**src/hw/rtl/bdms_pkg.sv**
```systemverilog
// ----------------------------------------------------------------------------
// bdms_pkg
// Shared types, register map and format decode for the mode selector.
// ----------------------------------------------------------------------------
package bdms_pkg;

    localparam logic [15:0] NO_MODE = 16'hFFFF;

    localparam int CFG_IDX_W = 3;

    typedef enum logic [CFG_IDX_W-1:0] {
        REG_TARGET_WIDTH    = 3'd0,
        REG_TARGET_HEIGHT   = 3'd1,
        REG_TARGET_DEPTH    = 3'd2,
        REG_ATTR_MUST_SET   = 3'd3,
        REG_ATTR_MUST_CLEAR = 3'd4
    } t_reg_idx;

    localparam logic [15:0] RST_TARGET_WIDTH  = 16'd1024;
    localparam logic [15:0] RST_TARGET_HEIGHT = 16'd768;
    localparam logic [7:0]  RST_TARGET_DEPTH  = 8'd32;

    // memory model codes
    localparam logic [7:0] MM_TEXT   = 8'd0;
    localparam logic [7:0] MM_PACKED = 8'd4;
    localparam logic [7:0] MM_DIRECT = 8'd6;

    localparam logic [7:0] DEPTH_4  = 8'd4;
    localparam logic [7:0] DEPTH_8  = 8'd8;
    localparam logic [7:0] DEPTH_15 = 8'd15;
    localparam logic [7:0] DEPTH_16 = 8'd16;
    localparam logic [7:0] DEPTH_32 = 8'd32;
    localparam logic [7:0] MASK_5   = 8'd5;
    localparam logic [7:0] MASK_8   = 8'd8;
    localparam logic [7:0] DEPTH_NONE = 8'd0;

    typedef struct packed {
        logic [15:0] target_width;
        logic [15:0] target_height;
        logic [7:0]  target_depth;
        logic [15:0] attr_must_set;
        logic [15:0] attr_must_clear;
    } t_cfg;

    typedef struct packed {
        logic        start_list;
        logic [15:0] mode_number;
        logic        info_ok;
        logic [15:0] mode_attrs;
        logic [15:0] x_res;
        logic [15:0] y_res;
        logic [7:0]  pixel_bits;
        logic [7:0]  memory_model;
        logic [7:0]  red_size;
        logic [7:0]  green_size;
        logic [7:0]  blue_size;
    } t_item;

    typedef struct packed {
        logic [15:0] mode;
        logic [15:0] width;
        logic [15:0] height;
        logic [7:0]  depth;
        logic        exact;
    } t_choice;

    localparam t_choice CHOICE_NONE = '{
        mode:   NO_MODE,
        width:  16'd0,
        height: 16'd0,
        depth:  DEPTH_NONE,
        exact:  1'b0
    };

    // Normalized depth, or zero for an unsupported format.
    function automatic logic [7:0] format_depth(
        input logic [7:0] bits,
        input logic [7:0] model,
        input logic [7:0] r,
        input logic [7:0] g,
        input logic [7:0] b
    );
        logic [7:0] d;
        d = DEPTH_NONE;
        if (bits == DEPTH_4 && model == MM_TEXT) begin
            d = DEPTH_4;
        end else if (bits == DEPTH_8 && model == MM_PACKED) begin
            d = DEPTH_8;
        end else if ((bits == DEPTH_16 || bits == DEPTH_15) && model == MM_DIRECT &&
                     r == MASK_5 && g == MASK_5 && b == MASK_5) begin
            d = DEPTH_16;
        end else if (bits == DEPTH_32 && model == MM_DIRECT &&
                     r == MASK_8 && g == MASK_8 && b == MASK_8) begin
            d = DEPTH_32;
        end
        return d;
    endfunction

endpackage

```
**src/hw/rtl/bdms_if.sv**
```systemverilog
// ----------------------------------------------------------------------------
// bdms_if
// Valid/ready channels for mode beats, result beats and register writes.
// ----------------------------------------------------------------------------
interface bdms_in_if;
    logic        valid;
    logic        ready;
    logic        start_list;
    logic [15:0] mode_number;
    logic        info_ok;
    logic [15:0] mode_attrs;
    logic [15:0] x_res;
    logic [15:0] y_res;
    logic [7:0]  pixel_bits;
    logic [7:0]  memory_model;
    logic [7:0]  red_size;
    logic [7:0]  green_size;
    logic [7:0]  blue_size;

    modport source (
        output valid, start_list, mode_number, info_ok, mode_attrs, x_res, y_res,
               pixel_bits, memory_model, red_size, green_size, blue_size,
        input  ready
    );
    modport sink (
        input  valid, start_list, mode_number, info_ok, mode_attrs, x_res, y_res,
               pixel_bits, memory_model, red_size, green_size, blue_size,
        output ready
    );
endinterface

interface bdms_out_if;
    logic        valid;
    logic        ready;
    logic [15:0] chosen_mode;
    logic [15:0] chosen_width;
    logic [15:0] chosen_height;
    logic [7:0]  chosen_depth;
    logic        exact_found;

    modport source (
        output valid, chosen_mode, chosen_width, chosen_height, chosen_depth,
               exact_found,
        input  ready
    );
    modport sink (
        input  valid, chosen_mode, chosen_width, chosen_height, chosen_depth,
               exact_found,
        output ready
    );
endinterface

interface bdms_cfg_if;
    import bdms_pkg::*;
    logic                 valid;
    logic                 ready;
    logic [CFG_IDX_W-1:0] idx;
    logic [15:0]          wdata;

    modport source (output valid, idx, wdata, input ready);
    modport sink   (input valid, idx, wdata, output ready);
endinterface

```
**src/hw/rtl/bdms_cfg_regs.sv**
```systemverilog
// ----------------------------------------------------------------------------
// bdms_cfg_regs
// Target size/depth and attribute mask registers with write decode.
// ----------------------------------------------------------------------------
module bdms_cfg_regs (
    input  logic           i_clk,
    input  logic           i_rst_n,
    bdms_cfg_if.sink       i_cfg,
    output bdms_pkg::t_cfg o_cfg
);
    import bdms_pkg::*;

    t_cfg r_cfg;

    assign i_cfg.ready = 1'b1;
    assign o_cfg       = r_cfg;

    always_ff @(posedge i_clk) begin
        if (!i_rst_n) begin
            r_cfg.target_width    <= RST_TARGET_WIDTH;
            r_cfg.target_height   <= RST_TARGET_HEIGHT;
            r_cfg.target_depth    <= RST_TARGET_DEPTH;
            r_cfg.attr_must_set   <= '0;
            r_cfg.attr_must_clear <= '0;
        end else if (i_cfg.valid) begin
            // indexes past the map are dropped
            unique case (t_reg_idx'(i_cfg.idx))
                REG_TARGET_WIDTH:    r_cfg.target_width    <= i_cfg.wdata;
                REG_TARGET_HEIGHT:   r_cfg.target_height   <= i_cfg.wdata;
                REG_TARGET_DEPTH:    r_cfg.target_depth    <= i_cfg.wdata[7:0];
                REG_ATTR_MUST_SET:   r_cfg.attr_must_set   <= i_cfg.wdata;
                REG_ATTR_MUST_CLEAR: r_cfg.attr_must_clear <= i_cfg.wdata;
                default: ;
            endcase
        end
    end

endmodule

```
**src/hw/rtl/bdms_judge.sv**
```systemverilog
// ----------------------------------------------------------------------------
// bdms_judge
// Judges one mode against the masks, targets and the saved choice and
// gives the choice after it.
// ----------------------------------------------------------------------------
module bdms_judge (
    input  bdms_pkg::t_item   i_item,
    input  bdms_pkg::t_cfg    i_cfg,
    input  bdms_pkg::t_choice i_best,
    output bdms_pkg::t_choice o_next
);
    import bdms_pkg::*;

    t_choice    w_base;
    logic [7:0] w_depth;
    logic       w_ok;
    logic       w_exact;
    logic       w_reject;

    always_comb begin
        w_base = i_item.start_list ? CHOICE_NONE : i_best;

        w_depth = format_depth(i_item.pixel_bits, i_item.memory_model,
                               i_item.red_size, i_item.green_size, i_item.blue_size);

        w_ok = i_item.info_ok &&
               ((i_item.mode_attrs & i_cfg.attr_must_set) == i_cfg.attr_must_set) &&
               ((i_item.mode_attrs & i_cfg.attr_must_clear) == 16'd0) &&
               (w_depth != DEPTH_NONE) &&
               (i_item.x_res <= i_cfg.target_width) &&
               (i_item.y_res <= i_cfg.target_height);

        w_exact = (i_item.x_res == i_cfg.target_width) &&
                  (i_item.y_res == i_cfg.target_height) &&
                  (w_depth == i_cfg.target_depth);

        // same size with no more depth, or smaller in any dimension
        w_reject = (i_item.x_res == w_base.width && i_item.y_res == w_base.height &&
                    w_depth <= w_base.depth) ||
                   (i_item.x_res < w_base.width) || (i_item.y_res < w_base.height) ||
                   (w_depth < w_base.depth);

        o_next = w_base;
        if (!w_base.exact && w_ok && (w_exact || !w_reject)) begin
            o_next.mode   = i_item.mode_number;
            o_next.width  = i_item.x_res;
            o_next.height = i_item.y_res;
            o_next.depth  = w_depth;
            o_next.exact  = w_exact;
        end
    end

endmodule

```
**src/hw/rtl/best_display_mode_selector_top.sv**
```systemverilog
// ----------------------------------------------------------------------------
// best_display_mode_selector_top
// Keeps the best display mode of a descriptor stream; one result per mode.
// ----------------------------------------------------------------------------
// Path: a mode beat accepted into the input register is judged and lands in
// the result register, which drives the result beat.
// Throughput: one mode per cycle unless the result is stalled; the judge is
// one compare level from input to result register, which holds the choice.
// Reset (synchronous, active low): registers take their defaults, the choice
// is cleared to no mode, both pipeline slots empty.
module best_display_mode_selector_top (
    input  logic       i_clk,
    input  logic       i_rst_n,
    bdms_cfg_if.sink   i_cfg,
    bdms_in_if.sink    i_in,
    bdms_out_if.source o_out
);
    import bdms_pkg::*;

    t_cfg    w_cfg;
    t_item   w_item;
    t_item   r_item;
    logic    r_item_vld;
    t_choice r_best;
    t_choice w_next;
    logic    r_out_vld;
    logic    w_adv;

    bdms_cfg_regs u_cfg (
        .i_clk   (i_clk),
        .i_rst_n (i_rst_n),
        .i_cfg   (i_cfg),
        .o_cfg   (w_cfg)
    );

    assign w_item = '{
        start_list:   i_in.start_list,
        mode_number:  i_in.mode_number,
        info_ok:      i_in.info_ok,
        mode_attrs:   i_in.mode_attrs,
        x_res:        i_in.x_res,
        y_res:        i_in.y_res,
        pixel_bits:   i_in.pixel_bits,
        memory_model: i_in.memory_model,
        red_size:     i_in.red_size,
        green_size:   i_in.green_size,
        blue_size:    i_in.blue_size
    };

    bdms_judge u_judge (
        .i_item (r_item),
        .i_cfg  (w_cfg),
        .i_best (r_best),
        .o_next (w_next)
    );

    // the choice only moves when a judged beat lands in the result slot
    assign w_adv      = r_item_vld && (!r_out_vld || o_out.ready);
    assign i_in.ready = !r_item_vld || w_adv;

    always_ff @(posedge i_clk) begin
        if (!i_rst_n) begin
            r_item_vld <= 1'b0;
            r_out_vld  <= 1'b0;
            r_best     <= CHOICE_NONE;
        end else begin
            if (i_in.valid && i_in.ready) begin
                r_item_vld <= 1'b1;
            end else if (w_adv) begin
                r_item_vld <= 1'b0;
            end
            if (w_adv) begin
                r_out_vld <= 1'b1;
                r_best    <= w_next;
            end else if (o_out.ready) begin
                r_out_vld <= 1'b0;
            end
        end
    end

    always_ff @(posedge i_clk) begin
        if (i_in.valid && i_in.ready) begin
            r_item <= w_item;
        end
    end

    assign o_out.valid         = r_out_vld;
    assign o_out.chosen_mode   = r_best.mode;
    assign o_out.chosen_width  = r_best.width;
    assign o_out.chosen_height = r_best.height;
    assign o_out.chosen_depth  = r_best.depth;
    assign o_out.exact_found   = r_best.exact;

endmodule
```
**src/flat_wrapper.sv**
```systemverilog
// flat-port wrapper written by rule: the top's interface ports become plain ports
module best_display_mode_selector_top_flat import bdms_pkg::*;
  (i_clk, i_rst_n, i_cfg_valid, i_cfg_idx, i_cfg_wdata, i_cfg_ready, i_in_valid, i_in_start_list, i_in_mode_number, i_in_info_ok, i_in_mode_attrs, i_in_x_res, i_in_y_res, i_in_pixel_bits, i_in_memory_model, i_in_red_size, i_in_green_size, i_in_blue_size, i_in_ready, o_out_valid, o_out_chosen_mode, o_out_chosen_width, o_out_chosen_height, o_out_chosen_depth, o_out_exact_found, o_out_ready);
  bdms_cfg_if i_cfg_i ();
  bdms_in_if i_in_i ();
  bdms_out_if o_out_i ();
  input  logic i_clk;
  input  logic i_rst_n;
  input wire logic [$bits(i_cfg_i.valid)-1:0] i_cfg_valid;
  input wire logic [$bits(i_cfg_i.idx)-1:0] i_cfg_idx;
  input wire logic [$bits(i_cfg_i.wdata)-1:0] i_cfg_wdata;
  output wire logic [$bits(i_cfg_i.ready)-1:0] i_cfg_ready;
  input wire logic [$bits(i_in_i.valid)-1:0] i_in_valid;
  input wire logic [$bits(i_in_i.start_list)-1:0] i_in_start_list;
  input wire logic [$bits(i_in_i.mode_number)-1:0] i_in_mode_number;
  input wire logic [$bits(i_in_i.info_ok)-1:0] i_in_info_ok;
  input wire logic [$bits(i_in_i.mode_attrs)-1:0] i_in_mode_attrs;
  input wire logic [$bits(i_in_i.x_res)-1:0] i_in_x_res;
  input wire logic [$bits(i_in_i.y_res)-1:0] i_in_y_res;
  input wire logic [$bits(i_in_i.pixel_bits)-1:0] i_in_pixel_bits;
  input wire logic [$bits(i_in_i.memory_model)-1:0] i_in_memory_model;
  input wire logic [$bits(i_in_i.red_size)-1:0] i_in_red_size;
  input wire logic [$bits(i_in_i.green_size)-1:0] i_in_green_size;
  input wire logic [$bits(i_in_i.blue_size)-1:0] i_in_blue_size;
  output wire logic [$bits(i_in_i.ready)-1:0] i_in_ready;
  output wire logic [$bits(o_out_i.valid)-1:0] o_out_valid;
  output wire logic [$bits(o_out_i.chosen_mode)-1:0] o_out_chosen_mode;
  output wire logic [$bits(o_out_i.chosen_width)-1:0] o_out_chosen_width;
  output wire logic [$bits(o_out_i.chosen_height)-1:0] o_out_chosen_height;
  output wire logic [$bits(o_out_i.chosen_depth)-1:0] o_out_chosen_depth;
  output wire logic [$bits(o_out_i.exact_found)-1:0] o_out_exact_found;
  input wire logic [$bits(o_out_i.ready)-1:0] o_out_ready;
  assign i_cfg_i.valid = i_cfg_valid;
  assign i_cfg_i.idx = i_cfg_idx;
  assign i_cfg_i.wdata = i_cfg_wdata;
  assign i_cfg_ready = i_cfg_i.ready;
  assign i_in_i.valid = i_in_valid;
  assign i_in_i.start_list = i_in_start_list;
  assign i_in_i.mode_number = i_in_mode_number;
  assign i_in_i.info_ok = i_in_info_ok;
  assign i_in_i.mode_attrs = i_in_mode_attrs;
  assign i_in_i.x_res = i_in_x_res;
  assign i_in_i.y_res = i_in_y_res;
  assign i_in_i.pixel_bits = i_in_pixel_bits;
  assign i_in_i.memory_model = i_in_memory_model;
  assign i_in_i.red_size = i_in_red_size;
  assign i_in_i.green_size = i_in_green_size;
  assign i_in_i.blue_size = i_in_blue_size;
  assign i_in_ready = i_in_i.ready;
  assign o_out_valid = o_out_i.valid;
  assign o_out_chosen_mode = o_out_i.chosen_mode;
  assign o_out_chosen_width = o_out_i.chosen_width;
  assign o_out_chosen_height = o_out_i.chosen_height;
  assign o_out_chosen_depth = o_out_i.chosen_depth;
  assign o_out_exact_found = o_out_i.exact_found;
  assign o_out_i.ready = o_out_ready;
  best_display_mode_selector_top u_core (.i_clk(i_clk), .i_rst_n(i_rst_n), .i_cfg(i_cfg_i), .i_in(i_in_i), .o_out(o_out_i));
endmodule
```
**config.mk**
```make
export PLATFORM = sky130hd
export DESIGN_NAME = best_display_mode_selector_top_flat
export DESIGN_NICKNAME = d
export VERILOG_FILES = /design/src/hw/rtl/bdms_pkg.sv /design/src/hw/rtl/bdms_if.sv /design/src/hw/rtl/bdms_cfg_regs.sv /design/src/hw/rtl/bdms_judge.sv /design/src/hw/rtl/best_display_mode_selector_top.sv /design/src/flat_wrapper.sv
export SDC_FILE = /design/constraint.sdc
export NUM_CORES = 1
export LEC_CHECK = 0
export BUFFER_PORTS_ARGS = -buffer_cell sky130_fd_sc_hd__buf_2
export CAP_MARGIN = 0
export CORE_MARGIN = 10
export CORE_UTILIZATION = 50
export CTS_BUF_LIST = sky130_fd_sc_hd__clkbuf_4
export DETAILED_ROUTE_END_ITERATION = 10
export MAX_ROUTING_LAYER = met4
export PLACE_DENSITY = 0.75
export RECOVER_POWER = 50
export SLEW_MARGIN = 5
export SYNTH_ARGS = -nofsm -noshare
export SYNTH_HDL_FRONTEND = slang
export SYNTH_SLANG_ARGS = --single-unit
```
**constraint.sdc**
```tcl
create_clock -name i_clk -period 4.1 [get_ports i_clk]
set_input_delay 0.82 -clock i_clk [delete_from_list [all_inputs] [get_ports i_clk]]
set_output_delay 0.82 -clock i_clk [all_outputs]
set_load 0.05 [all_outputs]
```
Yosys cells after proc, flatten, opt, wreduce, memory -nomap -nowiden
Cells that the tools add are included.

Register bits after elaboration: 237. Bits of input ports: 130. Output and inout port bits: 60. Logic and storage cells: 111.

$lt $le $gt $ge: 6. Equal/unequal tests: 23. Muxes and demuxes: 10. Bitwise logic cells: 2. Reduce and logical (&&, ||, !) cells: 47.

Operators with widths (count): 2-to-1 mux 57 bit (2); equality test 16 bit (5); equality test 8 x 3 -> 1 bit, second input constant (6); equality test 8 x 4 -> 1 bit, second input constant (5); AND 16 bit (2); <= comparator 16 bit (2); < comparator 16 bit (2); 2-to-1 mux 6 bit (4); logical AND 1 bit (23); zero test 16 bit (1); AND reduction 2 bit (6); equality test 8 x 5 -> 1 bit, second input constant (1); equality test 8 x 6 -> 1 bit, second input constant (1); equality test 8 bit (1); <= comparator 8 bit (1); zero test 8 bit (1); < comparator 8 bit (1); nonzero test 8 bit (1); logical OR 1 bit (7); equality test 3 x 2 -> 1 bit, second input constant (2); nonzero test 2 bit (3); zero test 1 bit (4); 2-to-1 mux 1 bit (4); equality test 3 x 1 -> 1 bit, second input constant (1); 2 further kinds (2).

Logic depth before layout (Yosys ltp)
Depth in word-level cells: 19. Depth in mapped cells: 15. Depth with buffers taken out: 13.

Cells and area by module
A second synthesis with hierarchy kept.

Cell total of the unflattened synthesis: 1107. Area, all modules: 11710.0 sq um.

By module, submodules not included: best_display_mode_selector_top (instances 1, cells each 366, area each 5576.6 sq um, seq. area each 4364.2 sq um); bdms_judge (instances 1, cells each 479, area each 3390.8 sq um, seq. area each 0.0 sq um); bdms_cfg_regs (instances 1, cells each 262, area each 2742.6 sq um, seq. area each 1441.4 sq um).

Worst setup path after synthesis
No wires, ideal clock.

Path type: input-to-reg. From: in o_out_ready. To: reg u_core.r_item[0] (netlist name), enable pin. Setup time: 0.477 ns. Data arrival time: 3.785 ns. Required time: 3.623 ns. Path slack: -0.162 ns. Stages on the path: 3. Path buffers: 0. Cells stage by stage: nor2b_1 > nand2_1 > and2_1.

Word-level cells in the longest chain between the ends: 4.

Ends and longest elaborated chain: start, declared (RTL line flat_wrapper.sv:32) `input wire logic [$bits(o_out_i.ready)-1:0] o_out_ready;`; logical OR 1 bit (RTL line best_display_mode_selector_top.sv:58) `assign w_adv = r_item_vld && (!r_out_vld || o_out.ready);`; logical AND 1 bit (RTL line best_display_mode_selector_top.sv:58); logical OR 1 bit (RTL line best_display_mode_selector_top.sv:59) `assign i_in.ready = !r_item_vld || w_adv;`; named net i_in_ready (RTL line flat_wrapper.sv:25) `output wire logic [$bits(i_in_i.ready)-1:0] i_in_ready;`; logical AND 1 bit (RTL line best_display_mode_selector_top.sv:82) `if (i_in.valid && i_in.ready) begin`; end signal, assigned (RTL line best_display_mode_selector_top.sv:83) `r_item <= w_item;`; end, declared (RTL line best_display_mode_selector_top.sv:22) `t_item r_item;`.

The timed path passes the listed nets, and every way through them passes these cells. A chain may end at the register's enable or synchronous reset.

Final worst setup path
From: reg u_core.r_item[10] (netlist name). To: reg u_core.r_best, in the netlist u_core.o_out.chosen_depth[5].

Word-level cells in the longest chain between the ends: 16. Elaborated cells between the ends (all ways): 27. Those cells by class: 2 x order compare; 3 x eq/ne; 5 x mux; 17 x reduce/logical.

Ends and longest elaborated chain: equality test 8 x 4 -> 1 bit (RTL line bdms_pkg.sv:93) `r == MASK_8 && g == MASK_8 && b == MASK_8) begin`; logical AND 1 bit (2 in a row) (RTL line bdms_pkg.sv:93); 2-to-1 mux 6 bit (RTL line bdms_pkg.sv:92) `end else if (bits == DEPTH_32 && model == MM_DIRECT &&`; 2-to-1 mux 6 bit * (RTL line bdms_pkg.sv:89) `end else if ((bits == DEPTH_16 || bits == DEPTH_15) && model == MM_DIRECT &&`; 2-to-1 mux 6 bit * (RTL line bdms_pkg.sv:87) `end else if (bits == DEPTH_8 && model == MM_PACKED) begin`; 2-to-1 mux 6 bit * (RTL line bdms_pkg.sv:85) `if (bits == DEPTH_4 && model == MM_TEXT) begin`; <= comparator 8 bit (RTL line bdms_judge.sv:39) `w_depth <= w_base.depth) ||`; logical AND 1 bit (RTL line bdms_judge.sv:38) `w_reject = (i_item.x_res == w_base.width && i_item.y_res == w_base.height &&`; logical OR 1 bit (RTL line bdms_judge.sv:39); logical OR 1 bit (2 in a row) (RTL line bdms_judge.sv:40) `(i_item.x_res < w_base.width) || (i_item.y_res < w_base.height) ||`; zero test 1 bit (RTL line bdms_judge.sv:44) `if (!w_base.exact && w_ok && (w_exact || !w_reject)) begin`; logical OR 1 bit (RTL line bdms_judge.sv:44); logical AND 1 bit (RTL line bdms_judge.sv:44); 2-to-1 mux 57 bit * (RTL line bdms_judge.sv:44); end signal, assigned (RTL line best_display_mode_selector_top.sv:74) `r_best <= w_next;`; end, declared (RTL line best_display_mode_selector_top.sv:24) `t_choice r_best;`.

Mark *: on every way between the ends. The rest lies on a longest branch, timed or not.

==> metrics.txt <==
post-CTS resize count=0; all-layer global routing usage=19.6%; # hold bufs at CTS=0; most common cell after layout, fill and taps aside=nand2_1; total gr overflow=0; peak supply drop=between 0.3 and 0.4 mV; final wirelength=~27000 um; clock skew=0.0361 ns; max-slew violations=between 100 and 150; crit end category=register; crit path kind=register to register; violated checks=capacitance limit, slew limit; Clock Sinks=roughly 240; maxcap violations=3; count of final setup violators=0; Tmin final=~3.6 ns; critical path's largest stage delay=0.54 ns; chip width=roughly 170 um; Initial Util=approximately half; relative slew slack=-68.7%; Row Count=between 50 and 60; I/O Buffers=about 190; Seq/Total Area, Yosys=approximately 55%; Reg clk slew, reported paths=0.07 ns; Top FF cell, synth=dfxtp_1; die footprint=27500 um^2; vias per cell=about 5.3; Worst path slowest cell=or4_1; CP arrival=4.19 ns; GPL Wtd Cong=0.878; outcome=finished with violations; Yosys cell types=60; Area Growth Syn to Fin=18.9%; post-DP HPWL=19800 um; vias in the first global route=8643; CTS tree=yes; Final Cycle Share=88.1%; Post-CTS Setup Bufs=0; Leakage Power=approximately 5.0 nW; post-synthesis average cell area=~10 um^2; synthesized flop and latch total=237; Via Count=8352; die height=between 150 and 200 um; Worst Hold Class=input pin to register; H-tree depth=2; Yosys warnings=0; most frequent cells in the layout=nand2_1, buf_2, dfxtp_1; final hold violations=0; Mapped Cells=between 1000 and 1500; PD cells=400 nW/um^2; initial detailed-routing violation count=525; clock root cell=clkbuf_4; hold slack=0.304 ns; Clock Latency Late Sink=0.69 ns; worst-margin pin slew=2.53 ns; crit path cell chain=nor4b_1 > nand4b_1 > nor4_4 > ha_1 > o211ai_1 > or4_1 > o21ai_0 > a211oi_1 > buf_4 > o211ai_4 > buf_12 > nor2_1 > a21o_1; antenna violations before repair=1; TritonRoute pass-1 iters=6; ys async rst share=0%; pin count of the biggest net entering global routing=66; Num CTS Buffers=61; layout cells sized above 1=23.4%; Sum Neg Setup Slack=0 ns; CTS Buffer Depth=3; first-pass GRT wire length=43600 um; DR WL/cell=17.3 um; Final ANT Viol Nets=0; Top Ports=190; syn_nets=1230; layout net count=1442; core area=about 21000 um^2; required time of the critical path=about 4.7 ns; Mapped Area=10600 um^2; Post-synth EDFFs=~110; Critical Path Start Type=register; critical-path maximum fanout=65; DRC errors left=0; RSZ-0062 raised after global routing=false; Max Freq=about 280 MHz
[routing by layer]
metal / vias up / routed length, um / track usage (%)
met5: - / 0 / -
met1: 3894 / 11700 / 22.6
li1: 4133 / - / -
met2: 278 / 13200 / 32.3
met4: 0 / 571 / 6.93
met3: 47 / 1730 / 5.18
[Yosys cell counts (3+ instances only)]
cell,count,area share (%)
a211oi_1,3,0.21
a21boi_0,71,5.0
a21o_1,4,0.28
a21oi_1,44,2.1
a221oi_1,3,0.25
and2_1,11,0.65
and3_1,3,0.18
and4_1,3,0.25
buf_2,5,0.24
buf_4,3,0.21
buf_6,4,0.42
clkbuf_1,35,1.2
dfxtp_1,131,25
edfxtp_1,106,30
ha_1,68,8.0
inv_1,37,1.3
mux2i_1,11,1.0
nand2_1,200,7.1
nand2b_1,40,2.4
nand3_1,83,3.9
nand4_1,18,1.1
nor2_1,34,1.2
nor2b_1,9,0.53
nor3_1,6,0.28
nor3b_1,16,1.1
nor4_1,12,0.71
nor4b_1,3,0.25
nor4b_2,4,0.57
o211ai_1,6,0.42
o21a_1,4,0.28
o21ai_0,13,0.61
[area by class of cell]
| cell class | instances | area, um^2 |
|---|---|---|
| clock buffers | 95 | 713 |
| diodes | 2 | 5.00 |
| fillers | 1811 | 8320 |
| clock inverters | 19 | 131 |
| repair buffers | 198 | 1040 |
| inverters | 37 | 139 |
| multi-input cells | 709 | 4460 |
| flip-flops and latches | 237 | 5810 |
| well taps | 275 | 344 |
[cells by family (layout without fill, tap and decap cells)]
| logic type | Yosys count | count (layout) | synth area share, % |
|---|---|---|---|
| simple gates | 458 | 458 | 21.8 |
| flops | 237 | 237 | 54.6 |
| compound gates | 169 | 169 | 10.9 |
| buf+inv | 86 | 349 | 3.49 |
| fa+ha+maj | 68 | 68 | 8.01 |
| mux | 11 | 11 | 1.04 |
| xor+xnor | 2 | 2 | 0.165 |
| other cells | 1 | 3 | 0.0353 |
[sequential cells by signal, summed over array words and instances, names as in the netlist]
register / flops
u_core.o_out.chosen_depth: 8
u_core.o_out.chosen_height: 16
u_core.o_out.chosen_mode: 16
u_core.o_out.chosen_width: 16
u_core.o_out.exact_found: 1
u_core.o_out.valid: 1
u_core.r_item: 106
u_core.r_item_vld: 1
u_core.u_cfg.o_cfg: 72
[final timing paths]
path	start	end	slack (ns)	cells past startpoint
setup / recovery	u_core.r_item[10]	u_core.o_out.chosen_depth[5]	0.49	13
hold / removal	i_in_y_res[8]	u_core.r_item[48]	0.30	1
setup reg to reg	u_core.r_item[10]	u_core.o_out.chosen_depth[5]	0.49	13
hold reg to reg	u_core.o_out.chosen_height[14]	u_core.o_out.chosen_height[14]	0.46	2
[worst max-delay path, delay by kind of cell (launching register included)]
| kind | cells | cell delay, ns |
|---|---|---|
| DFF | 1 | 0.39 |
| AOI/OAI and AO/OA | 5 | 0.72 |
| and+or+nand+nor | 5 | 1.69 |
| buffers and inverters | 2 | 0.46 |
| adders and majority gates | 1 | 0.20 |
[where the power goes]
group / switching (W) / leakage (nW) / internal (W)
logic: 0.000184 / 2.45 / 0.000139
registers: 0.0000575 / 2.09 / 0.00256
clock network: 0.000941 / 0.500 / 0.00118
[metrics by stage]
stage               utilization (%)  cells  power (W)  area, um^2  setup slack, ns
floorplan                         -   1032    0.00283       10600            0.988
global placement               56.3   1456    0.00297       11800            0.569
detailed placement             56.3   1456    0.00299       11800            0.521
CTS                            60.4   1570    0.00512       12600            0.511
global route                   60.3   1572    0.00530       12600            0.186
finish                         60.3   1572    0.00506       12600            0.488
No activity file was read; power rests on OpenSTA's default activity.
